--- src/hw/rtl/assert_macros.svh ---
// Assertion macros shared by the RTL; they compile away when SYNTHESIS is defined.
`ifndef ASSERT_MACROS_SVH
`define ASSERT_MACROS_SVH
`ifndef SYNTHESIS
`define ASSERT_ALWAYS(label, clk, rstn, expr, msg) \
    label: assert property (@(posedge clk) disable iff (!rstn) (expr)) else $error(msg);
`define ASSERT_IMPLIES(label, clk, rstn, ante, cons, msg) \
    label: assert property (@(posedge clk) disable iff (!rstn) (ante) |-> (cons)) \
        else $error(msg);
`define ASSERT_NEXT(label, clk, rstn, ante, cons, msg) \
    label: assert property (@(posedge clk) disable iff (!rstn) (ante) |=> (cons)) \
        else $error(msg);
`else
`define ASSERT_ALWAYS(label, clk, rstn, expr, msg)
`define ASSERT_IMPLIES(label, clk, rstn, ante, cons, msg)
`define ASSERT_NEXT(label, clk, rstn, ante, cons, msg)
`endif
`endif

--- src/hw/rtl/crcs_pkg.sv ---
// Types and constants for the CIGAR run coalescer and scorer.
package crcs_pkg;

    // Normalized traceback ops
    localparam logic [1:0] OP_M = 2'd0;
    localparam logic [1:0] OP_X = 2'd1;
    localparam logic [1:0] OP_D = 2'd2;
    localparam logic [1:0] OP_I = 2'd3;

    // Configuration register indexes
    localparam logic [1:0] REG_MATCH      = 2'd0;
    localparam logic [1:0] REG_MISMATCH   = 2'd1;
    localparam logic [1:0] REG_GAP_OPEN   = 2'd2;
    localparam logic [1:0] REG_GAP_EXTEND = 2'd3;

    // Score defaults after reset
    localparam logic [15:0] MATCH_RST      = 16'h0002;
    localparam logic [15:0] MISMATCH_RST   = 16'hFFFD;
    localparam logic [15:0] GAP_OPEN_RST   = 16'hFFFB;
    localparam logic [15:0] GAP_EXTEND_RST = 16'hFFFF;

    localparam int RUN_LEN_W = 17;

    // Result queue geometry
    localparam int Q_DEPTH = 4;
    localparam int Q_PTR_W = 2;
    localparam int Q_CNT_W = 3;

    typedef struct packed {
        logic [1:0]           run_op;
        logic [RUN_LEN_W-1:0] run_len;
        logic                 last_run;
        logic                 empty_trace;
        logic [31:0]          score;
        logic [30:0]          q_beg;
        logic [31:0]          q_end;
        logic [30:0]          s_beg;
        logic [31:0]          s_end;
    } res_t;

endpackage

--- src/hw/rtl/crcs_res_queue.sv ---
// Small result queue: takes up to two results per cycle, delivers one per cycle while rd_ready is high.
`include "assert_macros.svh"
module crcs_res_queue (
    input  logic              aclk,
    input  logic              aresetn,
    input  logic [1:0]        wr_num,
    input  crcs_pkg::res_t    wr_data0,
    input  crcs_pkg::res_t    wr_data1,
    output logic              room2,
    output logic              rd_valid,
    input  logic              rd_ready,
    output crcs_pkg::res_t    rd_data
);

    crcs_pkg::res_t                  mem_reg [crcs_pkg::Q_DEPTH];
    logic [crcs_pkg::Q_PTR_W-1:0]    wr_ptr_reg, wr_ptr_next;
    logic [crcs_pkg::Q_PTR_W-1:0]    rd_ptr_reg, rd_ptr_next;
    logic [crcs_pkg::Q_CNT_W-1:0]    cnt_reg, cnt_next;
    logic                            pop;

    assign pop      = rd_valid && rd_ready;
    assign rd_valid = (cnt_reg != '0);
    assign rd_data  = mem_reg[rd_ptr_reg];
    // room for two more requests, not counting a pop this cycle
    assign room2    = (cnt_reg <= crcs_pkg::Q_CNT_W'(crcs_pkg::Q_DEPTH - 2));

    // pointer and fill count update
    always_comb begin
        wr_ptr_next = wr_ptr_reg + crcs_pkg::Q_PTR_W'(wr_num);
        rd_ptr_next = rd_ptr_reg + crcs_pkg::Q_PTR_W'(pop);
        cnt_next    = cnt_reg + crcs_pkg::Q_CNT_W'(wr_num) - crcs_pkg::Q_CNT_W'(pop);
    end

    always_ff @(posedge aclk) begin
        if (!aresetn) begin
            wr_ptr_reg <= '0;
            rd_ptr_reg <= '0;
            cnt_reg    <= '0;
        end else begin
            wr_ptr_reg <= wr_ptr_next;
            rd_ptr_reg <= rd_ptr_next;
            cnt_reg    <= cnt_next;
        end
    end

    // storage writes, second entry lands behind the first
    always_ff @(posedge aclk) begin
        if (wr_num != 2'd0) begin
            mem_reg[wr_ptr_reg] <= wr_data0;
        end
        if (wr_num == 2'd2) begin
            mem_reg[wr_ptr_reg + crcs_pkg::Q_PTR_W'(1)] <= wr_data1;
        end
    end

    `ASSERT_ALWAYS(a_no_overflow, aclk, aresetn, (cnt_reg + crcs_pkg::Q_CNT_W'(wr_num)) <= crcs_pkg::Q_CNT_W'(crcs_pkg::Q_DEPTH), "result queue overflow")
    `ASSERT_NEXT(a_drain_empty, aclk, aresetn, pop && cnt_reg == crcs_pkg::Q_CNT_W'(1) && wr_num == 2'd0, !rd_valid, "queue not empty after last pop")
    `ASSERT_NEXT(a_double_push, aclk, aresetn, wr_num == 2'd2 && !pop, cnt_reg == $past(cnt_reg) + crcs_pkg::Q_CNT_W'(2), "double push lost an entry")

endmodule

--- src/hw/rtl/cigar_run_coalesce_and_score.sv ---
// Path: a request is held in the input register, then written into the result queue, whose
// head drives the result port; the input register holds it while the queue lacks room.
// Throughput: one op per cycle while the queue holds two or fewer results; an op that both
// closes a run and ends the alignment yields two, drained at one per cycle while m_ready is high.
// Per-op score and span updates are incremental, one adder per accumulator, no multiplier.
// Reset: synchronous, active low; clears the open alignment and queue, restores default scores.
`include "assert_macros.svh"
module cigar_run_coalesce_and_score #(
    parameter int MAX_OPS = 65536
) (
    input  logic               aclk,
    input  logic               aresetn,
    // configuration
    input  logic               cfg_we,
    input  logic [1:0]         cfg_index,
    input  logic [15:0]        cfg_wdata,
    // op stream
    input  logic               s_valid,
    output logic               s_ready,
    input  logic [7:0]         s_op_code,
    input  logic               s_has_ops,
    input  logic               s_last,
    input  logic signed [31:0] s_q_beg_reported,
    input  logic signed [31:0] s_s_beg_reported,
    input  logic signed [31:0] s_q_end_reported,
    input  logic signed [31:0] s_s_end_reported,
    input  logic signed [31:0] s_score_reported,
    // run results
    output logic               m_valid,
    input  logic               m_ready,
    output logic [1:0]         m_run_op,
    output logic [16:0]        m_run_len,
    output logic               m_last_run,
    output logic               m_empty_trace,
    output logic signed [31:0] m_align_score,
    output logic [30:0]        m_q_beg_out,
    output logic signed [31:0] m_q_end_out,
    output logic [30:0]        m_s_beg_out,
    output logic signed [31:0] m_s_end_out
);

    localparam int CNT_W = $clog2(MAX_OPS + 1);

    // score registers
    logic [15:0] match_reg, mismatch_reg, gap_open_reg, gap_extend_reg;

    // input register
    logic        in_valid_reg;
    logic [7:0]  in_op_reg;
    logic        in_has_ops_reg, in_last_reg;
    logic [31:0] in_qb_reg, in_sb_reg, in_qe_reg, in_se_reg, in_score_reg;

    // alignment state
    logic             in_align_reg, in_align_next;
    logic [1:0]       cur_op_reg, cur_op_next;
    logic [CNT_W-1:0] run_cnt_reg, run_cnt_next;
    logic [31:0]      q_span_reg, q_span_next;
    logic [31:0]      r_span_reg, r_span_next;
    logic [31:0]      acc_reg, acc_next;

    // datapath
    logic             advance, room2;
    logic [1:0]       op;
    logic             change, first, counted;
    logic [15:0]      step;
    logic [31:0]      delta;
    logic [CNT_W-1:0] cnt_new;
    logic [31:0]      q_span_new, r_span_new, acc_new;
    logic [30:0]      qb_c, sb_c, qe_c, se_c;
    logic [1:0]       wr_num;
    crcs_pkg::res_t   wr_data0, wr_data1, res_closed, res_final, res_empty, rd_data;

    assign advance = in_valid_reg && room2;
    assign s_ready = !in_valid_reg || room2;

    // configuration writes
    always_ff @(posedge aclk) begin
        if (!aresetn) begin
            match_reg      <= crcs_pkg::MATCH_RST;
            mismatch_reg   <= crcs_pkg::MISMATCH_RST;
            gap_open_reg   <= crcs_pkg::GAP_OPEN_RST;
            gap_extend_reg <= crcs_pkg::GAP_EXTEND_RST;
        end else if (cfg_we) begin
            case (cfg_index)
                crcs_pkg::REG_MATCH:      match_reg      <= cfg_wdata;
                crcs_pkg::REG_MISMATCH:   mismatch_reg   <= cfg_wdata;
                crcs_pkg::REG_GAP_OPEN:   gap_open_reg   <= cfg_wdata;
                crcs_pkg::REG_GAP_EXTEND: gap_extend_reg <= cfg_wdata;
                default: ;
            endcase
        end
    end

    // input register control
    always_ff @(posedge aclk) begin
        if (!aresetn) begin
            in_valid_reg <= 1'b0;
        end else if (s_ready) begin
            in_valid_reg <= s_valid;
        end
    end

    // input register payload
    always_ff @(posedge aclk) begin
        if (s_valid && s_ready) begin
            in_op_reg      <= s_op_code;
            in_has_ops_reg <= s_has_ops;
            in_last_reg    <= s_last;
            in_qb_reg      <= s_q_beg_reported;
            in_sb_reg      <= s_s_beg_reported;
            in_qe_reg      <= s_q_end_reported;
            in_se_reg      <= s_s_end_reported;
            in_score_reg   <= s_score_reported;
        end
    end

    // run tracking and incremental score
    always_comb begin
        op      = (in_op_reg[7:2] != '0) ? crcs_pkg::OP_M : in_op_reg[1:0];
        change  = in_align_reg && (op != cur_op_reg);
        first   = !in_align_reg || change;
        counted = first || (run_cnt_reg < CNT_W'(MAX_OPS));

        case (op)
            crcs_pkg::OP_M: step = match_reg;
            crcs_pkg::OP_X: step = mismatch_reg;
            default:        step = first ? gap_open_reg : gap_extend_reg;
        endcase
        delta = counted ? {{16{step[15]}}, step} : '0;

        if (first) begin
            cnt_new = CNT_W'(1);
        end else if (counted) begin
            cnt_new = run_cnt_reg + CNT_W'(1);
        end else begin
            cnt_new = run_cnt_reg;
        end
        q_span_new = q_span_reg + 32'(counted && (op != crcs_pkg::OP_D));
        r_span_new = r_span_reg + 32'(counted && (op != crcs_pkg::OP_I));
        acc_new    = acc_reg + delta;

        // negative coordinates clamp to zero
        qb_c = in_qb_reg[31] ? '0 : in_qb_reg[30:0];
        sb_c = in_sb_reg[31] ? '0 : in_sb_reg[30:0];
        qe_c = in_qe_reg[31] ? '0 : in_qe_reg[30:0];
        se_c = in_se_reg[31] ? '0 : in_se_reg[30:0];
    end

    // result assembly
    always_comb begin
        res_closed             = '0;
        res_closed.run_op      = cur_op_reg;
        res_closed.run_len     = crcs_pkg::RUN_LEN_W'(run_cnt_reg);

        res_final              = '0;
        res_final.run_op       = op;
        res_final.run_len      = crcs_pkg::RUN_LEN_W'(cnt_new);
        res_final.last_run     = 1'b1;
        res_final.score        = acc_new;
        res_final.q_beg        = qb_c;
        res_final.q_end        = {1'b0, qb_c} + q_span_new;
        res_final.s_beg        = sb_c;
        res_final.s_end        = {1'b0, sb_c} + r_span_new;

        res_empty              = '0;
        res_empty.last_run     = 1'b1;
        res_empty.empty_trace  = 1'b1;
        res_empty.score        = in_score_reg;
        res_empty.q_beg        = qb_c;
        res_empty.q_end        = {1'b0, (qe_c < qb_c) ? qb_c : qe_c};
        res_empty.s_beg        = sb_c;
        res_empty.s_end        = {1'b0, (se_c < sb_c) ? sb_c : se_c};

        wr_data1 = res_final;
        if (!in_has_ops_reg) begin
            wr_data0 = res_empty;
            wr_num   = 2'd1;
        end else begin
            wr_data0 = change ? res_closed : res_final;
            wr_num   = 2'(change) + 2'(in_last_reg);
        end
        if (!advance) begin
            wr_num = 2'd0;
        end
    end

    // alignment state next values
    always_comb begin
        in_align_next = in_align_reg;
        cur_op_next   = cur_op_reg;
        run_cnt_next  = run_cnt_reg;
        q_span_next   = q_span_reg;
        r_span_next   = r_span_reg;
        acc_next      = acc_reg;
        if (advance) begin
            if (!in_has_ops_reg || in_last_reg) begin
                in_align_next = 1'b0;
                cur_op_next   = crcs_pkg::OP_M;
                run_cnt_next  = '0;
                q_span_next   = '0;
                r_span_next   = '0;
                acc_next      = '0;
            end else begin
                in_align_next = 1'b1;
                cur_op_next   = op;
                run_cnt_next  = cnt_new;
                q_span_next   = q_span_new;
                r_span_next   = r_span_new;
                acc_next      = acc_new;
            end
        end
    end

    always_ff @(posedge aclk) begin
        if (!aresetn) begin
            in_align_reg <= 1'b0;
            cur_op_reg   <= crcs_pkg::OP_M;
            run_cnt_reg  <= '0;
            q_span_reg   <= '0;
            r_span_reg   <= '0;
            acc_reg      <= '0;
        end else begin
            in_align_reg <= in_align_next;
            cur_op_reg   <= cur_op_next;
            run_cnt_reg  <= run_cnt_next;
            q_span_reg   <= q_span_next;
            r_span_reg   <= r_span_next;
            acc_reg      <= acc_next;
        end
    end

    crcs_res_queue u_res_queue (
        .aclk     (aclk),
        .aresetn  (aresetn),
        .wr_num   (wr_num),
        .wr_data0 (wr_data0),
        .wr_data1 (wr_data1),
        .room2    (room2),
        .rd_valid (m_valid),
        .rd_ready (m_ready),
        .rd_data  (rd_data)
    );

    assign m_run_op      = rd_data.run_op;
    assign m_run_len     = rd_data.run_len;
    assign m_last_run    = rd_data.last_run;
    assign m_empty_trace = rd_data.empty_trace;
    assign m_align_score = rd_data.score;
    assign m_q_beg_out   = rd_data.q_beg;
    assign m_q_end_out   = rd_data.q_end;
    assign m_s_beg_out   = rd_data.s_beg;
    assign m_s_end_out   = rd_data.s_end;

    `ASSERT_IMPLIES(a_idle_clear, aclk, aresetn, !in_align_reg, run_cnt_reg == '0 && q_span_reg == '0 && r_span_reg == '0 && acc_reg == '0, "closed alignment left state behind")
    `ASSERT_IMPLIES(a_open_nonzero, aclk, aresetn, in_align_reg, run_cnt_reg != '0, "open alignment with empty run")
    `ASSERT_ALWAYS(a_run_sat, aclk, aresetn, run_cnt_reg <= CNT_W'(MAX_OPS), "run length beyond saturation")
    `ASSERT_NEXT(a_end_closes, aclk, aresetn, advance && (!in_has_ops_reg || in_last_reg), !in_align_reg, "alignment still open after final op")

endmodule
--- config.mk ---
export PLATFORM = sky130hd
export DESIGN_NAME = cigar_run_coalesce_and_score
export DESIGN_NICKNAME = d
export VERILOG_FILES = /design/src/hw/rtl/crcs_pkg.sv /design/src/hw/rtl/crcs_res_queue.sv /design/src/hw/rtl/cigar_run_coalesce_and_score.sv
export VERILOG_INCLUDE_DIRS = /design/src /design/src/hw/rtl
export SDC_FILE = /design/constraint.sdc
export NUM_CORES = 2
export LEC_CHECK = 0
export BUFFER_PORTS_ARGS = -buffer_cell sky130_fd_sc_hd__buf_2
export CORE_MARGIN = 10
export CORE_UTILIZATION = 53
export DETAILED_ROUTE_END_ITERATION = 10
export PLACE_DENSITY = 0.71
export SLEW_MARGIN = 20
export SYNTH_ARGS = -nofsm -noshare
export SYNTH_HDL_FRONTEND = slang
export SYNTH_SLANG_ARGS = --single-unit
--- constraint.sdc ---
create_clock -name aclk -period 8.8 [get_ports aclk]
set_clock_uncertainty 0.15 [all_clocks]
set_input_delay 1.76 -clock aclk [delete_from_list [all_inputs] [get_ports aclk]]
set_output_delay 1.76 -clock aclk [all_outputs]
set_load 0.01 [all_outputs]
# ---- Word-level counts from Yosys, hierarchy flattened
# Memory sizes are Yosys's and may differ from the RTL's. A register that Yosys moved wholly into a read port is not among the register bits.
# Index checks and enable logic that the tools add are counted.
dict set report totals {
  mem_bits_rw 716
  out_inout_bits 181
  register_bits 358
  mem_count 1
  mem_bits_ro 0
  latchBits 0
}
# name words width read_ports rd_ports_with_merged_regs wr line_no
set memory_table {}
lappend memory_table {u_res_queue.mem_reg 4 179 1 1 2 crcs_res_queue.sv:15} ;# crcs_pkg::res_t mem_reg [crcs_pkg::Q_DEPTH];
dict set report op_classes {
  n_mul 0
  n_bitwise 0
  n_mux 27
  n_div 0
  n_eq_ne 8
  magnitude_cmp 4
  add_sub_neg 12
  shifts 0
  n_reduce_logical 22
}
# op n
set ops {}
lappend ops {{$mux W179} 2}
lappend ops {{$mux W31} 6}
lappend ops {{$mux W32} 4}
lappend ops {{$add A31 B32 Y32} 2}
lappend ops {{$add A32 B1 Y32} 2}
lappend ops {{$lt A31 B31 Y1} 2}
lappend ops {{$mux W17} 3}
lappend ops {{$add A32 B32 Y32} 1}
lappend ops {{$pmux W16 S2} 1}
lappend ops {{$add A17 B1 Y17 const B} 1}
lappend ops {{$lt A17 B17 Y1 const B} 1}
lappend ops {{$mux W16} 1}
lappend ops {{$mux W2} 5}
lappend ops {{$reduce_and A2 Y1} 4}
lappend ops {{$eq A2 B2 Y1 const B} 3}
lappend ops {{$logic_and A1 B1 Y1} 6}
lappend ops {{$reduce_bool A6 Y1} 1}
lappend ops {{$mux W1} 5}
lappend ops {{$eq A2 B1 Y1 const B} 2}
lappend ops {{$logic_not A2 Y1} 2}
lappend ops {{$logic_or A1 B1 Y1} 4}
lappend ops {{$ne A2 B2 Y1 const B} 2}
lappend ops {{$add A3 B2 Y3} 1}
lappend ops {{$le A3 B2 Y1 const B} 1}
lappend ops {{9 further kinds} 11}

# ---- Logic depth before layout (Yosys ltp)
dict set report depth {
  ltp_word 11
  ltp_mapped 23
}

# ---- Cells and area by module
# Synthesis repeated with hierarchy kept, for this count alone.
dict set report unflattened {
  cells_unflattened 4470
  hier_area_um2 58482.3
}
# module seq_area_each_um2 area_per_inst_um2 instances cells_per_inst
set modules_own_cells {}
lappend modules_own_cells {crcs_res_queue 21640.8 35357.7 1 1779}
lappend modules_own_cells {cigar_run_coalesce_and_score 8728.4 23124.7 1 2691}

# ---- Worst setup path after synthesis
# No wires, ideal clock.
dict set report synth_path {
  path_type {reg2reg}
  startpoint {reg in_op_reg[5]}
  endpoint {mem u_res_queue.mem_reg[0][0] (netlist bit) (enable)}
  synth_period_minus_slack_ns 7.753
  path_stages_with_launch 14
  setup_ns 1.430
  setup_slack_ns 1.047
  arrival_time_ns 6.172
  path_cell_list {edfxtp_1 nor4_4 o211ai_2 a21oi_1 nand2_1 inv_2 clkbuf_1 ha_1 nand2b_1 o21ai_1 or3_1 clkbuf_1 clkbuf_1 nand2_1}
}
# element line_no
set synth_lines {}
lappend synth_lines {{from (decl)} cigar_run_coalesce_and_score.sv:49} ;# logic [7:0] in_op_reg;
lappend synth_lines {{from (signal assigned)} cigar_run_coalesce_and_score.sv:106} ;# in_op_reg <= s_op_code;
lappend synth_lines {{to (decl)} crcs_res_queue.sv:15}

==> run summary <==
Final Hold Fails = 0
Max transition margin = 0.217
yosys warns = 0
wl on met1 = 61.4 mm
CTS max path bufs = 3
fin nets = 5135
gpl congestion = 0.898
wire per inst = 25.7 um
Starting Density = 0.535
fin crit share = 0.804
Hold Path End = u_res_queue.mem_reg[3][159]$_SDFFE_PP1P_
fin worst setup slack = 1730 ps
All-Layer GR Usage = 0.272
setup violators final = 0
peak supply drop = 0.000185 V
Async SR Flop Fraction = 0
leading cell type in the layout, fill and taps excluded = edfxtp_1
cts repair resizes = 0
final core utilization = 0.602
crit path launch = in_op_reg[5]$_DFFE_PP_
ANT cells = 0
pwr/cell area = 221 nW/um^2
root buf cell = clkbuf_16
flop-to-flop setup slack = 1730 ps
Hold-fix buffers, CTS = 0
number of synthesized flops with an enable pin = 878
fmax = 0.141 GHz
critical path capture point type = register
worst hold path startpoint = u_res_queue.mem_reg[3][159]$_SDFFE_PP1P_
first-pass GRT wire length = 238 mm
via count of the routed design = 39387
post-synthesis net count = 4904
TNS Setup = 0 ps
post-synthesis cell count = 4541
DR iter-0 viols = 4495
run status = finished clean
Num CTS Buffers = 112
post-synthesis sequential area ratio = 0.565
startpoint types = register
Sink Count = 1074
min-delay worst type = register to register
main flop type after synthesis = edfxtp_1
TritonRoute pass-1 iters = 5
worst-margin pin slew = 1170 ps
arrival time worst endpoint = 7350 ps
final WL = 158 mm
Routed met2 length = 76.3 mm
Mean Syn Cell Area = 11.8 um^2
Post-Syn Area = 53600 um^2
depth of the worst register-to-register path = 21
Die Wd = 338 um
Area growth syn-to-layout = 12.5%
die area = 114000 um^2
top sig layer = met5
clock latency on the worst-skew pair = 710 ps
# DRC = 0
ANT nets after route = 0
Tmin final = 7070 ps
RSZ-0062 raised after global routing = no
initial antenna violation count = 4
largest net degree at the start of global routing = 132
Fill cells = 8048
I/O Buffers = 373
max-slew violations = 0
grt ovf = 0
max reg flops = 716
synth unique cells = 88
RR Endpoint = u_res_queue.mem_reg[0][29]$_DFFE_PP_
CP Max Fanout = 19
CP Data Required Time = 9080 ps
H-tree Lvls = 3
CTS tree = yes
Crit Path Category = register to register
io pins = 374
vias per cell = 6.39
fraction of layout cells with a size suffix above 1 = 0.178
most frequent cells in the layout = 878 x edfxtp_1, 478 x nor2_1, 372 x buf_2
clock slew at reported path FFs = 60 ps
Max-Cap Viols = 0
DR WL met3 = 15.1 mm
detailed placer's ending HPWL = 101 mm
#FFs+latches synth = 1074
Die H = 338 um
vias in the first global route = 38758
Place WS = 1740 ps
reg2reg start = in_op_reg[5]$_DFFE_PP_
core area = 100000 um^2
Design Power = 13300 uW
row cnt = 116
Static Leak = 0.0226 uW
setup bufs post-CTS = 0
WHS Path Cells = 2
[synth_stat cells, types with 33 or more instances]
library cell | number | area [um^2]
o21ai_0 | 193 | 966
nand2b_1 | 82 | 513
nor3_1 | 46 | 230
dfxtp_1 | 196 | 3920
mux4_2 | 179 | 4030
a22o_1 | 54 | 473
ha_1 | 166 | 2080
nor2_1 | 482 | 1810
edfxtp_1 | 878 | 26400
a22oi_1 | 70 | 526
a21oi_1 | 193 | 966
buf_1 | 33 | 124
clkbuf_1 | 225 | 845
buf_2 | 60 | 300
inv_1 | 110 | 413
o22ai_1 | 316 | 1980
nand2_1 | 370 | 1390
o31ai_1 | 43 | 323
xor2_1 | 65 | 569
and2_1 | 51 | 319
nand3_1 | 82 | 410
nor2b_1 | 143 | 895
a21o_1 | 62 | 465
xnor2_1 | 88 | 771
[kinds of logic (layout without fill, tap and decap cells)]
logic type / after synthesis / after routing / synth area share
xor+xnor: 153 / 153 / 0.0250
mux: 207 / 207 / 0.0807
simple gates: 1371 / 1371 / 0.119
buf+inv: 432 / 757 / 0.0318
flops: 1074 / 1074 / 0.565
fa+ha+maj: 170 / 170 / 0.0403
compound gates: 1134 / 1134 / 0.137
[worst max-delay path: stages (launching register included)]
cell and delay (ps):
edfxtp_1 420, nor4_4 380, o211ai_2 440, o2bb2ai_1 320, nand3_1 190, a21boi_0 560, ha_1 300, ha_1 210
nand2_1 120, nor3_1 600, nand3_1 180, xnor2_1 180, ha_1 380, a21o_1 200, a21o_1 180, a21o_1 220
a221oi_1 360, a21oi_1 160, a41oi_4 370, nor3_1 130, a311oi_2 560, o21ai_0 180
[worst max path at each step]
| stage | end | slack, ps | cells past startpoint |
|---|---|---|---|
| 6_report | u_res_queue.mem_reg[0][29]$_DFFE_PP_ | 1730 | 21 |
| 5_1_grt | u_res_queue.mem_reg[3][29]$_DFFE_PP_ | 1120 | 21 |
| 4_1_cts | u_res_queue.mem_reg[0][29]$_DFFE_PP_ | 1740 | 21 |
| 3_5_place_dp | u_res_queue.mem_reg[0][29]$_DFFE_PP_ | 1740 | 21 |
| 3_3_place_gp | u_res_queue.mem_reg[3][29]$_DFFE_PP_ | 1970 | 21 |
| 2_1_floorplan | u_res_queue.mem_reg[0][0]$_DFFE_PP_ | 1050 | 13 |
[stage by stage]
| step | hold slack (ps) | instance area, um^2 | std cells |
|---|---|---|---|
| floorplan | 268 | 53600 | 4541 |
| global placement | 280 | 56500 | 5956 |
| detailed placement | 282 | 56500 | 5956 |
| CTS | 292 | 60300 | 6164 |
| global route | 325 | 60300 | 6164 |
| finish | 293 | 60300 | 6164 |
[cell type report]
class / instances / area [um^2] / area share
tap: 1298 / 1620 / 0.0269
clock buffer: 148 / 2990 / 0.0496
clock inverter: 60 / 756 / 0.0125
multi-input combinational: 3035 / 21800 / 0.361
inverter: 112 / 420 / 0.00697
sequential: 1074 / 30300 / 0.503
timing repair buffer: 437 / 2420 / 0.0402
[metal layers]
layer,up-vias,GRT usage
met1,19301,0.358
met5,-,0
met2,2165,0.448
met3,320,0.0527
met4,8,0.0986
li1,17593,-
[report_power, final]
| part | total, uW | switching (uW) | internal [uW] |
|---|---|---|---|
| sequential | 5870 | 144 | 5720 |
| combinational | 2600 | 1580 | 1020 |
| clock | 4870 | 2020 | 2860 |
| total | 13300 | 3740 | 9600 |
Power figures use the tool's default switching activity.
